`config.mk`:
```
export PLATFORM = sky130hd
export DESIGN_NAME = dual_chamber_pacing_timer
export DESIGN_NICKNAME = d
export VERILOG_FILES = /design/src/sv/dcpt_pkg.sv /design/src/sv/dual_chamber_pacing_timer.sv /design/src/sv/dcpt_cfg_regs.sv /design/src/sv/dcpt_core.sv /design/src/sv/dcpt_out_buf.sv
export SDC_FILE = /design/constraint.sdc
export NUM_CORES = 1
export LEC_CHECK = 0
export CAP_MARGIN = 20
export CORE_MARGIN = 2
export CORE_UTILIZATION = 40
export DETAILED_ROUTE_END_ITERATION = 6
export DONT_BUFFER_PORTS = 1
export GPL_TIMING_DRIVEN = 0
export SLEW_MARGIN = 20
export SYNTH_ARGS = -nofsm -noshare
export SYNTH_HDL_FRONTEND = slang
export SYNTH_SLANG_ARGS = --single-unit
```
`constraint.sdc`:
```
create_clock -name i_clk -period 15.4 [get_ports i_clk]
set_input_delay 2.31 -clock i_clk [delete_from_list [all_inputs] [get_ports i_clk]]
set_output_delay 2.31 -clock i_clk [all_outputs]
set_load 0.01 [all_outputs]
```
`src/sv/dcpt_pkg.sv`:
```
`timescale 1ns / 1ps
// ----------------------------------------------------------------------------
// Dual-chamber pacing timer package
// Shared widths, codes, configuration and result types for the pacing timer.
// ----------------------------------------------------------------------------
package dcpt_pkg;

    // Width of the two millisecond timers.
    localparam int TIMER_BITS = 14;

    // Configuration register widths.
    localparam int RATE_BITS  = 13;
    localparam int DELAY_BITS = 10;
    localparam int CFG_IDX_BITS  = 4;
    localparam int CFG_DATA_BITS = RATE_BITS;

    // Compare width: wide enough for a timer plus a delay, or any rate interval.
    localparam int CMP_BITS = ((TIMER_BITS > RATE_BITS) ? TIMER_BITS : RATE_BITS) + 1;

    // Fixed refractory window in ms.
    localparam int REFRACTORY_MS = 500;

    // Operation codes; codes six and seven are unused.
    typedef enum logic [2:0] {
        OP_TICK     = 3'd0,
        OP_A_SENSE  = 3'd1,
        OP_V_SENSE  = 3'd2,
        OP_MODE_REQ = 3'd3,
        OP_MAN_AP   = 3'd4,
        OP_MAN_VP   = 3'd5
    } t_op;

    // Pacing modes.
    typedef enum logic [1:0] {
        MODE_NORMAL   = 2'd0,
        MODE_SLEEP    = 2'd1,
        MODE_EXERCISE = 2'd2,
        MODE_MANUAL   = 2'd3
    } t_mode;

    // Configuration register indexes.
    typedef enum logic [CFG_IDX_BITS-1:0] {
        CFG_LOWER_NORMAL   = 4'd0,
        CFG_LOWER_SLEEP    = 4'd1,
        CFG_LOWER_EXERCISE = 4'd2,
        CFG_UPPER_NORMAL   = 4'd3,
        CFG_UPPER_SLEEP    = 4'd4,
        CFG_UPPER_EXERCISE = 4'd5,
        CFG_AV_DELAY_MAX   = 4'd6,
        CFG_AV_DELAY_MIN   = 4'd7
    } t_cfg_idx;

    // Register reset values.
    localparam logic [RATE_BITS-1:0]  RST_LOWER_NORMAL   = 13'd2000;
    localparam logic [RATE_BITS-1:0]  RST_LOWER_SLEEP    = 13'd1500;
    localparam logic [RATE_BITS-1:0]  RST_LOWER_EXERCISE = 13'd600;
    localparam logic [RATE_BITS-1:0]  RST_UPPER_NORMAL   = 13'd1000;
    localparam logic [RATE_BITS-1:0]  RST_UPPER_SLEEP    = 13'd600;
    localparam logic [RATE_BITS-1:0]  RST_UPPER_EXERCISE = 13'd343;
    localparam logic [DELAY_BITS-1:0] RST_AV_DELAY_MAX   = 10'd100;
    localparam logic [DELAY_BITS-1:0] RST_AV_DELAY_MIN   = 10'd30;

    // Configuration bundle handed to the timing core.
    typedef struct packed {
        logic [RATE_BITS-1:0]  lower_normal;
        logic [RATE_BITS-1:0]  lower_sleep;
        logic [RATE_BITS-1:0]  lower_exercise;
        logic [RATE_BITS-1:0]  upper_normal;
        logic [RATE_BITS-1:0]  upper_sleep;
        logic [RATE_BITS-1:0]  upper_exercise;
        logic [DELAY_BITS-1:0] av_delay_max;
        logic [DELAY_BITS-1:0] av_delay_min;
    } t_cfg;

    // One result item.
    typedef struct packed {
        logic       atrial_pace;
        logic       ventricular_pace;
        logic [1:0] current_mode;
        logic       expect_ventricle;
    } t_result;

endpackage

```
`src/sv/dual_chamber_pacing_timer.sv`:
```
`timescale 1ns / 1ps
// ----------------------------------------------------------------------------
// Dual-chamber pacing timer
// Event-driven atrial and ventricular pacing with per-mode rate limits.
// ----------------------------------------------------------------------------
//  Channel  | Handshake                  | Payload
//  ---------+----------------------------+-----------------------------------
//  input    | i_in_valid / o_in_stall    | i_operation, i_requested_mode
//  result   | o_out_valid / i_out_stall  | o_atrial_pace, o_ventricular_pace,
//           |                            | o_current_mode, o_expect_ventricle
//  config   | i_cfg_wr_en                | i_cfg_index, i_cfg_wdata
//
// One event is taken per cycle while o_in_stall is low; its result is
// registered in the output buffer's result register, or in its skid entry.
// Synchronous active-low reset restores the register defaults, normal mode,
// cleared timers and an empty result buffer.
// A result stall is absorbed by one skid entry; the input stalls only while
// that entry is occupied.
// ----------------------------------------------------------------------------
module dual_chamber_pacing_timer
    import dcpt_pkg::*;
(
    input  logic                     i_clk,
    input  logic                     i_rst_n,
    input  logic                     i_in_valid,
    output logic                     o_in_stall,
    input  logic [2:0]               i_operation,
    input  logic [1:0]               i_requested_mode,
    output logic                     o_out_valid,
    input  logic                     i_out_stall,
    output logic                     o_atrial_pace,
    output logic                     o_ventricular_pace,
    output logic [1:0]               o_current_mode,
    output logic                     o_expect_ventricle,
    input  logic                     i_cfg_wr_en,
    input  logic [CFG_IDX_BITS-1:0]  i_cfg_index,
    input  logic [CFG_DATA_BITS-1:0] i_cfg_wdata
);

    t_cfg    cfg;
    t_result core_result;
    t_result out_result;
    logic    buf_full;
    logic    in_fire;

    // An input transfer completes whenever the skid entry is free.
    assign o_in_stall = buf_full;
    assign in_fire    = i_in_valid && !buf_full;

    dcpt_cfg_regs u_cfg_regs (
        .i_clk       (i_clk),
        .i_rst_n     (i_rst_n),
        .i_cfg_wr_en (i_cfg_wr_en),
        .i_cfg_index (i_cfg_index),
        .i_cfg_wdata (i_cfg_wdata),
        .o_cfg       (cfg)
    );

    dcpt_core u_core (
        .i_clk            (i_clk),
        .i_rst_n          (i_rst_n),
        .i_fire           (in_fire),
        .i_operation      (i_operation),
        .i_requested_mode (i_requested_mode),
        .i_cfg            (cfg),
        .o_result         (core_result)
    );

    dcpt_out_buf u_out_buf (
        .i_clk       (i_clk),
        .i_rst_n     (i_rst_n),
        .i_push      (in_fire),
        .i_data      (core_result),
        .i_out_stall (i_out_stall),
        .o_full      (buf_full),
        .o_valid     (o_out_valid),
        .o_data      (out_result)
    );

    assign o_atrial_pace      = out_result.atrial_pace;
    assign o_ventricular_pace = out_result.ventricular_pace;
    assign o_current_mode     = out_result.current_mode;
    assign o_expect_ventricle = out_result.expect_ventricle;

endmodule

```
`src/sv/dcpt_cfg_regs.sv`:
```
`timescale 1ns / 1ps
// ----------------------------------------------------------------------------
// Pacing timer configuration registers
// Holds the rate intervals and AV delay limits written through the plain port.
// ----------------------------------------------------------------------------
module dcpt_cfg_regs
    import dcpt_pkg::*;
(
    input  logic                     i_clk,
    input  logic                     i_rst_n,
    input  logic                     i_cfg_wr_en,
    input  logic [CFG_IDX_BITS-1:0]  i_cfg_index,
    input  logic [CFG_DATA_BITS-1:0] i_cfg_wdata,
    output t_cfg                     o_cfg
);

    t_cfg r_cfg;
    t_cfg n_cfg;

    // Decode the write; data is truncated to the register width and
    // indexes beyond the list are ignored.
    always_comb begin
        n_cfg = r_cfg;
        if (i_cfg_wr_en) begin
            case (t_cfg_idx'(i_cfg_index))
                CFG_LOWER_NORMAL:   n_cfg.lower_normal   = i_cfg_wdata[RATE_BITS-1:0];
                CFG_LOWER_SLEEP:    n_cfg.lower_sleep    = i_cfg_wdata[RATE_BITS-1:0];
                CFG_LOWER_EXERCISE: n_cfg.lower_exercise = i_cfg_wdata[RATE_BITS-1:0];
                CFG_UPPER_NORMAL:   n_cfg.upper_normal   = i_cfg_wdata[RATE_BITS-1:0];
                CFG_UPPER_SLEEP:    n_cfg.upper_sleep    = i_cfg_wdata[RATE_BITS-1:0];
                CFG_UPPER_EXERCISE: n_cfg.upper_exercise = i_cfg_wdata[RATE_BITS-1:0];
                CFG_AV_DELAY_MAX:   n_cfg.av_delay_max   = i_cfg_wdata[DELAY_BITS-1:0];
                CFG_AV_DELAY_MIN:   n_cfg.av_delay_min   = i_cfg_wdata[DELAY_BITS-1:0];
                default:            n_cfg = r_cfg;
            endcase
        end
    end

    // Register bank with its documented reset values.
    always_ff @(posedge i_clk) begin
        if (!i_rst_n) begin
            r_cfg.lower_normal   <= RST_LOWER_NORMAL;
            r_cfg.lower_sleep    <= RST_LOWER_SLEEP;
            r_cfg.lower_exercise <= RST_LOWER_EXERCISE;
            r_cfg.upper_normal   <= RST_UPPER_NORMAL;
            r_cfg.upper_sleep    <= RST_UPPER_SLEEP;
            r_cfg.upper_exercise <= RST_UPPER_EXERCISE;
            r_cfg.av_delay_max   <= RST_AV_DELAY_MAX;
            r_cfg.av_delay_min   <= RST_AV_DELAY_MIN;
        end else begin
            r_cfg <= n_cfg;
        end
    end

    assign o_cfg = r_cfg;

endmodule

```
`src/sv/dcpt_core.sv`:
```
`timescale 1ns / 1ps
// ----------------------------------------------------------------------------
// Pacing timer core
// Holds mode, expectation flag and both timers; works out one event per cycle.
// ----------------------------------------------------------------------------
module dcpt_core
    import dcpt_pkg::*;
(
    input  logic       i_clk,
    input  logic       i_rst_n,
    input  logic       i_fire,
    input  logic [2:0] i_operation,
    input  logic [1:0] i_requested_mode,
    input  t_cfg       i_cfg,
    output t_result    o_result
);

    localparam logic [TIMER_BITS-1:0] TIMER_MAX = {TIMER_BITS{1'b1}};

    t_mode                 r_mode,  n_mode;
    logic                  r_vnext, n_vnext;
    logic [TIMER_BITS-1:0] r_ael,   n_ael;
    logic [TIMER_BITS-1:0] r_vel,   n_vel;

    logic                  manual;
    logic [TIMER_BITS-1:0] ael_inc;
    logic [TIMER_BITS-1:0] vel_inc;
    logic [RATE_BITS-1:0]  lri;
    logic [RATE_BITS-1:0]  uri;
    logic [CMP_BITS-1:0]   vel_cmp;
    logic                  apace;
    logic                  vpace;

    assign manual = (r_mode == MODE_MANUAL);

    // Saturating increments for the tick.
    assign ael_inc = (r_ael == TIMER_MAX) ? r_ael : r_ael + 1'b1;
    assign vel_inc = (r_vel == TIMER_MAX) ? r_vel : r_vel + 1'b1;
    assign vel_cmp = CMP_BITS'(r_vel);

    // Rate intervals of the current mode; manual falls back to normal.
    always_comb begin
        case (r_mode)
            MODE_SLEEP: begin
                lri = i_cfg.lower_sleep;
                uri = i_cfg.upper_sleep;
            end
            MODE_EXERCISE: begin
                lri = i_cfg.lower_exercise;
                uri = i_cfg.upper_exercise;
            end
            default: begin
                lri = i_cfg.lower_normal;
                uri = i_cfg.upper_normal;
            end
        endcase
    end

    // Event decode and next state.
    always_comb begin
        n_mode  = r_mode;
        n_vnext = r_vnext;
        n_ael   = r_ael;
        n_vel   = r_vel;
        apace   = 1'b0;
        vpace   = 1'b0;
        case (t_op'(i_operation))
            OP_TICK: begin
                n_ael = ael_inc;
                n_vel = vel_inc;
                if (!manual) begin
                    if (r_vnext) begin
                        if (CMP_BITS'(vel_inc) >= CMP_BITS'(lri) ||
                            CMP_BITS'(ael_inc) >= CMP_BITS'(i_cfg.av_delay_max)) begin
                            vpace   = 1'b1;
                            n_vel   = '0;
                            n_vnext = 1'b0;
                        end
                    end else if (CMP_BITS'(vel_inc) + CMP_BITS'(i_cfg.av_delay_min)
                                 >= CMP_BITS'(lri)) begin
                        apace   = 1'b1;
                        n_ael   = '0;
                        n_vnext = 1'b1;
                    end
                end
            end
            OP_A_SENSE: begin
                if (!manual && !r_vnext && vel_cmp >= CMP_BITS'(REFRACTORY_MS)) begin
                    n_ael   = '0;
                    n_vnext = 1'b1;
                end
            end
            OP_V_SENSE: begin
                if (!manual && r_vnext &&
                    vel_cmp >= CMP_BITS'(uri) &&
                    vel_cmp >= CMP_BITS'(REFRACTORY_MS) &&
                    vel_cmp >= CMP_BITS'(i_cfg.av_delay_min)) begin
                    n_vel   = '0;
                    n_vnext = 1'b0;
                end
            end
            OP_MODE_REQ: begin
                if (!(manual && t_mode'(i_requested_mode) == MODE_MANUAL)) begin
                    n_mode = t_mode'(i_requested_mode);
                end
            end
            OP_MAN_AP: begin
                if (manual) begin
                    apace   = 1'b1;
                    n_ael   = '0;
                    n_vnext = 1'b1;
                end
            end
            OP_MAN_VP: begin
                if (manual) begin
                    vpace   = 1'b1;
                    n_vel   = '0;
                    n_vnext = 1'b0;
                end
            end
            default: begin
                n_mode = r_mode;
            end
        endcase
    end

    // State advances only on an accepted transfer.
    always_ff @(posedge i_clk) begin
        if (!i_rst_n) begin
            r_mode  <= MODE_NORMAL;
            r_vnext <= 1'b0;
            r_ael   <= '0;
            r_vel   <= '0;
        end else if (i_fire) begin
            r_mode  <= n_mode;
            r_vnext <= n_vnext;
            r_ael   <= n_ael;
            r_vel   <= n_vel;
        end
    end

    // Result as seen after this event.
    assign o_result.atrial_pace      = apace;
    assign o_result.ventricular_pace = vpace;
    assign o_result.current_mode     = n_mode;
    assign o_result.expect_ventricle = n_vnext;

`ifndef SYNTHESIS
    // Only one chamber is paced by any single event.
    a_one_pace: assert property (@(posedge i_clk) disable iff (!i_rst_n)
        !(apace && vpace))
        else $error("atrial and ventricular pace from one event");

    // A manual ventricular pace in manual mode restarts the ventricular timer.
    a_man_vp: assert property (@(posedge i_clk) disable iff (!i_rst_n)
        (i_fire && i_operation == OP_MAN_VP && r_mode == MODE_MANUAL)
        |=> (r_vel == '0 && !r_vnext))
        else $error("manual ventricular pace did not restart the timer");

    // In manual mode ticks and senses leave mode and expectation untouched.
    a_manual_hold: assert property (@(posedge i_clk) disable iff (!i_rst_n)
        (i_fire && r_mode == MODE_MANUAL &&
         (i_operation == OP_TICK || i_operation == OP_A_SENSE ||
          i_operation == OP_V_SENSE))
        |=> ($stable(r_vnext) && $stable(r_mode)))
        else $error("manual mode state changed by tick or sense");

    // Outside manual mode a mode request is always taken.
    a_mode_req: assert property (@(posedge i_clk) disable iff (!i_rst_n)
        (i_fire && i_operation == OP_MODE_REQ && r_mode != MODE_MANUAL)
        |=> (r_mode == $past(i_requested_mode)))
        else $error("mode request not taken");
`endif

endmodule

```
`src/sv/dcpt_out_buf.sv`:
```
`timescale 1ns / 1ps
// ----------------------------------------------------------------------------
// Pacing timer result buffer
// Result register with a skid stage, so one more input transfer is taken
// while the output is stalled.
// ----------------------------------------------------------------------------
module dcpt_out_buf
    import dcpt_pkg::*;
(
    input  logic    i_clk,
    input  logic    i_rst_n,
    input  logic    i_push,
    input  t_result i_data,
    input  logic    i_out_stall,
    output logic    o_full,
    output logic    o_valid,
    output t_result o_data
);

    logic    r_main_valid, n_main_valid;
    logic    r_skid_valid, n_skid_valid;
    t_result r_main,       n_main;
    t_result r_skid,       n_skid;
    logic    pop;

    assign pop = r_main_valid && !i_out_stall;

    // Push is only offered while the skid stage is empty.
    always_comb begin
        n_main_valid = r_main_valid;
        n_skid_valid = r_skid_valid;
        n_main       = r_main;
        n_skid       = r_skid;
        if (pop && r_skid_valid) begin
            n_main       = r_skid;
            n_skid_valid = 1'b0;
        end else if (i_push && (!r_main_valid || pop)) begin
            n_main       = i_data;
            n_main_valid = 1'b1;
        end else if (i_push) begin
            n_skid       = i_data;
            n_skid_valid = 1'b1;
        end else if (pop) begin
            n_main_valid = 1'b0;
        end
    end

    always_ff @(posedge i_clk) begin
        if (!i_rst_n) begin
            r_main_valid <= 1'b0;
            r_skid_valid <= 1'b0;
        end else begin
            r_main_valid <= n_main_valid;
            r_skid_valid <= n_skid_valid;
        end
        r_main <= n_main;
        r_skid <= n_skid;
    end

    assign o_full  = r_skid_valid;
    assign o_valid = r_main_valid;
    assign o_data  = r_main;

endmodule

```
==> implementation parameters <==
Parameter                              Value

Min path
  Hold WC Path Type ... flip-flop to flip-flop
  Launch point of the worst hold path ... u_cfg_regs.o_cfg[88]
  Depth of the worst hold-timing path ... 2

Synthesis
  Number of synthesis warnings ... 0
  Flip-flop and latch count after synthesis ... 141
  Share of synthesized cell area in full adder, half adder and majority cells ... 11.1%
  Summed instance area of the synthesized netlist ... 8610 sq um
  Async set or reset register ratio after synthesis ... 0%
  Post-Synth Simple-Gate Area ... 23.0%
  Post-synthesis mux area share ... 2.75%
  Area fraction of the dominant cell type after synthesis ... 30.5%
  Net count after synthesis ... 1175
  Average instance area after synthesis ... 8.03 sq um
  Most common flop cell mapped by yosys ... sky130_fd_sc_hd__dfxtp_1
  Distinct cells, synth ... 76
  Cell accounting for the most synthesized area ... sky130_fd_sc_hd__dfxtp_1
  Number of enable flip-flop cells after synthesis ... 10
  Gate Count Post-Synth ... 1072
  Main combinational cell family by area after synthesis ... simple AND/OR/NAND/NOR gates
  Post-synthesis sequential area ratio ... 33.9%
  Compound-cell area share of the yosys netlist ... 21.3%
  Leading cell types by total area after synthesis ... sky130_fd_sc_hd__dfxtp_1, sky130_fd_sc_hd__ha_1, sky130_fd_sc_hd__nand2_1
  Xor and xnor area share after synthesis ... 2.75%

Global route
  Antenna violations before repair ... 0
  GRT Resource Usage Total ... 22.7%
  First-pass GRT wire length ... 39700 um
  Via count of the first global-routing pass ... 7003
  Largest net degree at the start of global routing ... 18
  Remaining global-route overflow ... 0

STA
  Highest clock frequency the design can meet ... 159 MHz
  Setup repair after global routing missed its margin ... no
  Headroom to the max-slew limit ... 28.5%
  Largest clock skew in the final design ... 0.0181 ns
  Slew @ Worst Pin ... 1.07 ns
  Total negative setup slack ... 0 ns
  Final hold violations ... 0
  Minimum setup slack in the final design ... 9.12 ns
  Number of failing setup endpoints in the final timing report ... 0
  Minimum period implied by the final worst setup slack ... 6.28 ns
  Max-slew violation total from the final report ... 0
  Final cycle utilization of the critical path ... 40.8%

Die
  I/O pin count ... 34
  FP Rows ... 53
  Die area ... 22700 sq um
  Die height ... 151 um
  Standard cell core area ... 21100 sq um
  Die Span X ... 151 um
  Effective utilization at floorplan ... 40.8%

Worst setup path
  Cell-by-cell trace of the critical path ... ha_1 > nand3_1 > nor4_2 > xnor2_1 > ha_1 > fa_1 > a211oi_1 > o21bai_1 > a31o_2 > and3_1 > xnor2_1 > ha_1 > nand4_1 > a211o_1 > a31oi_1 > nor4_1 > mux2_4 > o31a_1 > o41ai_2
  Max Fanout on Critical Path ... 8
  R2R depth ... 19
  Top cell by count, worst path ... sky130_fd_sc_hd__ha_1
  Critical setup path kind ... flip-flop to flip-flop
  Required time of the critical path ... 15.65 ns
  Cell type of the slowest stage on the worst timing path ... sky130_fd_sc_hd__nor4_2
  Kind of end point of the critical path ... flip-flop
  Longest individual stage delay on the worst path ... 0.80 ns
  Startpoint of the most critical register-to-register path ... u_core.r_vel[1]
  Crit path buf inv count ... 0
  Reg-to-reg endpoint ... u_out_buf.o_data[4]
  Cell type group with the largest total delay on the critical path ... compound AO/OA/AOI/OAI gates
  Endpoint arrival time on the critical path ... 6.53 ns
  Startpoint kind of the worst setup timing path ... flip-flop
  CP startpoint ... u_core.r_vel[1]
  Number of cells on the critical path ... 19
  Setup slack of the worst register-to-register path ... 9.12 ns
  Capture point of the worst path ... u_out_buf.o_data[4]

Clock network
  # clock sinks ... 141
  Number of CTS-inserted buffers ... 17
  Clock root buffer master ... sky130_fd_sc_hd__clkbuf_16
  Total of cells resized after clock tree synthesis ... 0
  H-tree levels ... 4
  CTS hold repair buffers ... 0
  Postcts setup bufs ... 0
  Later-pin clock latency in the skew report ... 0.44 ns
  Clock-pin slew reported for the worst setup and hold paths after clock tree synthesis ... 0.07 ns
  Bufs on Longest Clock Path ... 2
  TritonCTS clock tree ... yes

Cells and area
  NumNets Final ... 1194
  Count of filler cells inserted in the layout ... 2134
  Final std cells w/o fill ... 1379
  Antenna diode instance count ... 0
  Multi-input gate area ... 5250 sq um
  Post-layout util ... 45.4%
  Sequential standard cell area ... 2920 sq um
  Layout area overhead ... 11.2%
  Share of layout cells above drive strength 1 ... 6.43%

Route
  Top sig layer ... met4
  Remaining DRCs ... 0
  Routed wire length on met3 ... 1090 um
  Remaining antenna violation count after routing ... 0
  Total vias in the final route ... 7636
  Met1 routed wirelength after detailed routing ... 11900 um
  Routed wirelength normalized by instance count ... 18.0 um
  Initial drt markers ... 538
  Number of search-and-repair iterations in the first detailed-routing pass ... 5
  Final WL ... 24800 um
  Detailed route wirelength on metal2 ... 11400 um
  Vias per cell ... 5.54

Power
  Net switching component of the power ... 0.000249 W
  Internal power ... 0.000631 W
  Overall power after layout ... 0.000880 W
  Total power density per cell area ... 91.9 nW/um^2
  Peak supply drop ... 0.0669 mV
  Fraction of power spent switching nets ... 28.3%
  Sequential Power Share ... 43.1%
  Combinational power share ... 7.2%
  Clock Power Share ... 49.7%
  Leakage power of the design ... 3.84 nW

Placed design
  Placed Instances ... 1347
  Pre-CTS WS ... 9.19 ns
  Port bufs ... 0
  Gp weighted congestion ... 0.843
  Half-perimeter wire length after detailed placement ... 18400 um

Job
  Max cap viols ... 0

Run status
  Outcome ... finished clean
cells in the mapped netlist, drive strengths merged, types with 4 or more instances:
cell type and instances:
nand2b 8, a21boi 38, a22oi 27, a21o 6, dfxtp 131, nor3 14
and3 10, o41ai 4, o21ai 26, ha 75, nor4 8, xor2 7
o211a 4, clkbuf 46, o31a 4, inv 44, buf 19, mux2i 15
nor2 65, a31oi 6, o211ai 13, a32o 8, o21a 8, xnor2 20
nand4 15, nor2b 11, nand2 227, a211oi 6, o21bai 4, edfxtp 10
nand3b 6, a21oi 66, a22o 9, o31ai 4, nand3 55, mux2 7
layout by cell type, fill, tap and decap left out, drive strengths merged, types with 14 or more instances in the layout:
| cell | n |
|---|---|
| nand2 | 227 |
| dfxtp | 131 |
| xnor2 | 20 |
| mux2i | 15 |
| ha | 75 |
| nand4 | 15 |
| nor2 | 65 |
| a21oi | 66 |
| clkbuf | 63 |
| buf | 19 |
| nor3 | 14 |
| a21boi | 38 |
| inv | 53 |
| o21ai | 26 |
| nand3 | 55 |
| a22oi | 27 |
kinds of logic after synthesis:
logic type / Yosys count
AOI/OAI and AO/OA: 259
xor gates and xnor gates: 27
DFF: 141
and+or+nand+nor: 437
buffers and inverters: 110
adders and majority gates: 76
muxes: 22
worst min path at each step:
stage / to
CTS: u_cfg_regs.o_cfg[88]
global placement: u_cfg_regs.o_cfg[88]
detailed placement: u_cfg_regs.o_cfg[88]
finish: u_cfg_regs.o_cfg[88]
floorplan: u_cfg_regs.o_cfg[32]
global route: u_cfg_regs.o_cfg[96]
registers in the layout, summed over array words and instances (netlist names):
name / cells
u_cfg_regs.o_cfg: 98
u_out_buf.o_data: 5
u_core.r_vnext: 1
u_out_buf.o_valid: 1
u_core.r_vel: 14
u_core.r_ael: 14
u_core.r_mode: 2
u_out_buf.o_full: 1
u_out_buf.r_skid: 5
power by group through the flow:
stage | logic [W] | clock network [W] | registers (W)
after floorplan | 0.0000441 | 0 | 0.000387
after global placement | 0.0000627 | 0 | 0.000388
after detailed placement | 0.0000633 | 0 | 0.000388
after CTS | 0.0000637 | 0.000443 | 0.000379
after global routing | 0.0000711 | 0.000455 | 0.000380
final | 0.0000637 | 0.000437 | 0.000379
tightest hold or removal path, stage by stage, from the launching register on:
cell                      delay [ns]
sky130_fd_sc_hd__dfxtp_1        0.31
sky130_fd_sc_hd__nand2_1        0.05
sky130_fd_sc_hd__a21oi_1        0.05
area by class of cell:
type | count | area share (%)
clock inverters | 15 | 2.03
flip-flops and latches | 141 | 30.5
plain buffers | 65 | 2.85
multi-input cells | 821 | 54.8
clock buffers | 17 | 4.44
well taps | 275 | 3.59
inverters | 45 | 1.76
through the flow:
stage               instance area [sq um]  hold slack (ns)
floorplan                            8610            0.436
global placement                     8950            0.441
detailed placement                   8950            0.447
CTS                                  9570            0.457
global route                         9570            0.475
finish                               9570            0.458
per-layer routing:
metal  track usage (%)  vias to the layer above
met3              3.52                       22
met4              5.19                        0
met1              32.4                     3594
met5                 0                        -
met2              36.2                      180
li1                  -                     3840
(Power assumes the default switching activity.)
